## src/scm_pkg.sv

```systemverilog
// Shared constants, coefficient tables and types for the sine/cosine pipeline.
package scm_pkg;

  localparam int ANGLE_FRAC_BITS  = 24;
  localparam int RESULT_FRAC_BITS = 30;
  localparam int WORK_FRAC        = 30;
  localparam int RED_FRAC         = 40;

  localparam int ANGLE_W = 32;
  localparam int RES_W   = 32;
  localparam int INV_W   = 30;
  localparam int Y40_W   = 44;
  localparam int Y_W     = 32;
  localparam int Y2_W    = 33;
  localparam int P_W     = 33;
  localparam int HORNER  = 5;

  localparam int RED_STAGES  = 6;
  localparam int POLY_STAGES = 2 * HORNER + 4;
  localparam int PIPE_STAGES = RED_STAGES + POLY_STAGES;

  localparam logic [INV_W-1:0]        INV_TWO_PI = 30'h28BE60DC;
  localparam logic signed [Y40_W-1:0] TWO_PI     = 44'sh6487ED5110B;
  localparam logic signed [Y40_W-1:0] PI         = 44'sh3243F6A8886;
  localparam logic signed [Y40_W-1:0] HALF_PI    = 44'sh1921FB54443;

  typedef logic signed [P_W-1:0] coef_t;

  localparam coef_t SIN_K0 = -33'sd26;
  localparam coef_t COS_K0 = -33'sd280;
  localparam coef_t SIN_ADD [0:HORNER-1] = '{
    33'sd2956, -33'sd213040, 33'sd8947846, -33'sd178956974, 33'sd1073741824
  };
  localparam coef_t COS_ADD [0:HORNER-1] = '{
    33'sd26586, -33'sd1491253, 33'sd44739212, -33'sd536870912, 33'sd1073741824
  };

  typedef struct packed {
    logic signed [Y_W-1:0] y;
    logic                  flip;
  } red_out_t;

endpackage

```

## src/scm_reduce.sv

```systemverilog
// Range reduction to [-pi,pi] and fold to [-pi/2,pi/2], six register stages.
module scm_reduce (
  input  logic                                 clk,
  input  logic [scm_pkg::RED_STAGES-1:0]       ld,
  input  logic signed [scm_pkg::ANGLE_W-1:0]   angle,
  output scm_pkg::red_out_t                    red
);
  import scm_pkg::*;

  localparam int PROD_W = ANGLE_W + INV_W;
  localparam int Q_SH   = ANGLE_FRAC_BITS + 32;
  localparam int Q_W    = ANGLE_W + 1 - ANGLE_FRAC_BITS;
  localparam int SCL    = RED_FRAC - ANGLE_FRAC_BITS;
  localparam int D_W    = Y40_W + Q_W;
  localparam int YSH    = RED_FRAC - WORK_FRAC;
  localparam logic [PROD_W-1:0] Q_HALF = PROD_W'(1) << (Q_SH - 1);
  localparam logic [Y40_W-1:0]  Y_HALF = Y40_W'(1) << (YSH - 1);

  logic signed [ANGLE_W-1:0] a0_r, a1_r, a2_r;
  logic [ANGLE_W-1:0]        mag0_r;
  logic [PROD_W-1:0]         prod1_r;
  logic signed [Q_W-1:0]     q2_r;
  logic signed [Y40_W-1:0]   y40_3_r, y40_4_r;
  logic                      flip4_r, flip5_r;
  logic signed [Y_W-1:0]     y5_r;

  logic [ANGLE_W-1:0]      mag_nxt;
  logic [PROD_W-1:0]       qsum;
  logic signed [Q_W-1:0]   qm_ext, q_nxt;
  logic signed [D_W-1:0]   diff;
  logic signed [Y40_W-1:0] y40_nxt;
  logic                    flip_nxt;
  logic [Y40_W-1:0]        yt;

  always_comb begin
    mag_nxt = angle[ANGLE_W-1] ? (~angle + ANGLE_W'(1)) : angle;
    qsum    = prod1_r + Q_HALF;
    qm_ext  = Q_W'(qsum[PROD_W-1:Q_SH]);
    q_nxt   = a1_r[ANGLE_W-1] ? -qm_ext : qm_ext;
    diff    = (D_W'(a2_r) <<< SCL) - D_W'(q2_r) * D_W'(TWO_PI);
    if (y40_3_r > HALF_PI) begin
      y40_nxt  = PI - y40_3_r;
      flip_nxt = 1'b1;
    end else if (y40_3_r < -HALF_PI) begin
      y40_nxt  = -PI - y40_3_r;
      flip_nxt = 1'b1;
    end else begin
      y40_nxt  = y40_3_r;
      flip_nxt = 1'b0;
    end
    yt = y40_4_r + Y_HALF - Y40_W'(y40_4_r[Y40_W-1]);
  end

  always_ff @(posedge clk) begin
    if (ld[0]) begin
      a0_r   <= angle;
      mag0_r <= mag_nxt;
    end
    if (ld[1]) begin
      a1_r    <= a0_r;
      prod1_r <= PROD_W'(mag0_r) * PROD_W'(INV_TWO_PI);
    end
    if (ld[2]) begin
      a2_r <= a1_r;
      q2_r <= q_nxt;
    end
    if (ld[3]) begin
      y40_3_r <= diff[Y40_W-1:0];
    end
    if (ld[4]) begin
      y40_4_r <= y40_nxt;
      flip4_r <= flip_nxt;
    end
    if (ld[5]) begin
      y5_r    <= yt[YSH+Y_W-1:YSH];
      flip5_r <= flip4_r;
    end
  end

  assign red.y    = y5_r;
  assign red.flip = flip5_r;

endmodule

```

## config.mk

```make
export PLATFORM = sky130hd
export DESIGN_NAME = scm_reduce
export DESIGN_NICKNAME = d
export VERILOG_FILES = /design/src/scm_pkg.sv /design/src/scm_reduce.sv
export SDC_FILE = /design/constraint.sdc
export NUM_CORES = 2
export LEC_CHECK = 0
export BUFFER_PORTS_ARGS = -buffer_cell sky130_fd_sc_hd__buf_2
export CORE_MARGIN = 5
export CORE_UTILIZATION = 48
export CTS_CLUSTER_DIAMETER = 200
export DETAILED_ROUTE_END_ITERATION = 16
export GPL_TIMING_DRIVEN = 1
export REMOVE_ABC_BUFFERS = 1
export SLEW_MARGIN = 10
export SYNTH_ARGS = -nofsm -noshare
export SYNTH_HDL_FRONTEND = slang
export SYNTH_SLANG_ARGS = --single-unit
```

## constraint.sdc

```tcl
create_clock -name clk -period 15 [get_ports clk]
set_input_delay 1.5 -clock clk [delete_from_list [all_inputs] [get_ports clk]]
set_output_delay 1.5 -clock clk [all_outputs]
set_load 0.02 [all_outputs]
```

==> results.cfg <==
[status]
status = finished clean

[critical_path]
critical_path_required_ps = 15270
worstSetupPathType = flop to flop
cp-start-kind = flop
slowest_delay_ps = 560
worst_ep_arrival_time_ps = 8010
path_cells = inv_1 > fa_1 > fa_1 > inv_1 > fa_1 > inv_1 > fa_1 > inv_1 > fa_1 > fa_1 > inv_1 > fa_1 > inv_1 > ha_1 > nand3_1 > nor4_1 > nand4_1 > a311oi_1 > nor4_1 > o31ai_1 > nor4_1 > nor3_1 > xnor2_1
cp_common_cell = fa_1
crit_family = adder cells
end_kind = flop
slowest_stage = a311oi_1
path_max_fanout = 5
crit_buf_inv = 6

[clock_network]
cts.path.max_buffers = 3
cts_buffers = 34
clk_latency_ps = 550
htreeDepth = 2
cts_tree = yes
clkSinkCount = 254
postCtsSetupRepairBufs = 0
cts_resized = 0
postCtsHoldBufs = 0
path_clk_slew_ps = 60
root_buffer = clkbuf_16

[cells_and_area]
register_area_mm2 = 0.00763
nets = 4333
diodes = 0
layout-drive-gt1-share_pct = 4.87
multi_input_area_mm2 = 0.0224
syn_to_final_growth_pct = 7.15
fillCellCount = 6338
fin_cells = 4287

[logic_synthesis]
synth_ff_type = edfxtp_1
syn_area_mm2 = 0.0336
synth_most_common_cell = inv_1
synth_top_area_cell = fa_1
synth_cell_type_count = 90
synthTopCellsByArea = fa_1 (28%), edfxtp_1 (23%), ha_1 (19%)
synth_edf_count = 254
synth_cells = 3265
ys_ff_latch = 254
synthTopCellsByCount = inv_1 (917), ha_1 (502), fa_1 (464)
avgSynthCellArea_um2 = 10.3
synth_top_area_share_pct = 27.6
synth_warnings = 0
synth-async-reset-ratio_pct = 0
ys_seq_area_share_pct = 22.7

[global_route]
grt_pass1_wl_um = 134000
grt-ovfl-total = 0
grt_max_degree = 61
antenna_found_initial = 0
grt_pass1_vias = 24400
grt_usage_pct = 22.9

[sta]
fmax_mhz = 129
tns_ps = 0
relSlewSlack_pct = 32.3
setup_viol = 0
fin_crit_ps = 7740
final-hold-violation-count = 0
clock_skew_ps = 32.2
min_period_over_period_pct = 51.6
tightest_slew_ps = 1020
drv_slew = 0
rsz0062_at_grt = false

[detailed_routing]
vias_per_cell = 5.26
dr.first_iter.drc_count = 1208
wire_per_inst_um = 19.7
dr_total_vias = 22600
drt-pass1-iter-count = 6
post-route-drc-count = 0
wirelength_um = 84300
antenna_left = 0

[floorplan]
die_w_um = 275
core_area_mm2 = 0.0698
dieArea_mm2 = 0.0755
die_h_um = 275
rows = 97
ios = 72
start_util_pct = 48.2

[place]
port_buffers = 71
place_inst = 4232
hpwl_um = 72700
place_congestion = 0.983

[hold_path]
hp-class = flop to flop

[job]
drv_cap = 0
==> final cells by class <==
type	instances	area share [%]
Tap cell	940	3.26
Timing Repair Buffer	75	1.07
Clock inverter	15	0.372
Multi-Input combinational cell	2044	62.1
Inverter	919	9.57
Sequential cell	254	21.2
Clock buffer	40	2.48
==> sequential cells by signal, indices dropped and copies added (netlist names) <==
register  flops
mag0_r       31
flip5_r       1
a2_r         28
a0_r         29
y40_3_r      44
q2_r          9
flip4_r       1
y40_4_r      43
y5_r         32
a1_r         29
prod1_r       7
==> metrics by stage <==
stage	instance area [um2]	setup WS (ps)	util [%]	hold WS, ps
global route	36000	7040	51.6	418
floorplan	33400	8360	-	400
global placement	35000	7470	50.2	402
detailed placement	35000	7340	50.2	405
CTS	36000	7260	51.6	410
finish	36000	7260	51.6	409
==> worst reg2reg max path, delay by kind of cell (launching register included) <==
| family | cells | cell delay (ps) |
|---|---|---|
| AND/OR/NAND/NOR | 6 | 1150 |
| XOR/XNOR | 1 | 90 |
| adder cells (fa/ha/maj) | 8 | 3980 |
| flip-flops | 1 | 520 |
| AO/OA/AOI/OAI | 2 | 1070 |
| buffers and inverters | 6 | 680 |
==> cells in the final DEF, fill, tap and decap left out, types with 7 or more instances in the layout <==
master / n
ha_1: 502
fa_1: 464
nor2_1: 118
and2_1: 8
nor4_1: 13
a31oi_1: 23
o211ai_1: 13
a211oi_1: 12
nor3_1: 34
inv_1: 917
o31ai_1: 19
o21ai_1: 22
and3_1: 17
nand2_1: 111
nor2b_1: 16
o21a_1: 17
nand2b_1: 21
a21o_1: 38
xnor2_1: 111
xor2_1: 48
or4_1: 8
a21oi_1: 123
o21ai_0: 63
nand3_1: 55
edfxtp_1: 254
nand4_1: 24
clkbuf_16: 35
o22ai_1: 7
o21bai_1: 8
buf_2: 71
a22oi_1: 7
or2_2: 9
==> worst paths after layout <==
| path | startpoint | endpoint | slack, ps | cells past startpoint |
|---|---|---|---|---|
| setup reg to reg | mag0_r[18] | prod1_r[61] | 7260 | 23 |
| hold / removal | a0_r[9] | a1_r[9] | 410 | 0 |
| setup / recovery | mag0_r[18] | prod1_r[61] | 7260 | 23 |
| hold reg to reg | a0_r[9] | a1_r[9] | 410 | 0 |
==> routing by layer <==
| layer | part of all wire, % | vias to the layer above | wire length, um | global-route usage, % |
|---|---|---|---|---|
| met3 | 3.8 | 153 | 3220 | 2.72 |
| met2 | 53 | 517 | 44900 | 43.1 |
| met4 | 3.7 | 0 | 3140 | 7.78 |
| li1 | - | 10700 | - | - |
| met5 | 0 | - | 0 | 0 |
| met1 | 39 | 11200 | 33100 | 27.0 |
==> logic make-up after synthesis <==
logic type               count (synthesis)  share of synthesized area [%]
XOR/XNOR                               159                           4.14
multiplexers                             6                          0.186
flip-flops                             254                           22.7
adder cells (fa/ha/maj)                966                           46.3
AND/OR/NAND/NOR                        474                           7.18
buffers and inverters                  967                           10.8
AO/OA/AOI/OAI                          439                           8.69
Power is left out: the tool's default activity adds up to more than one toggle a clock period on the data nets, which glitch-free logic cannot reach.
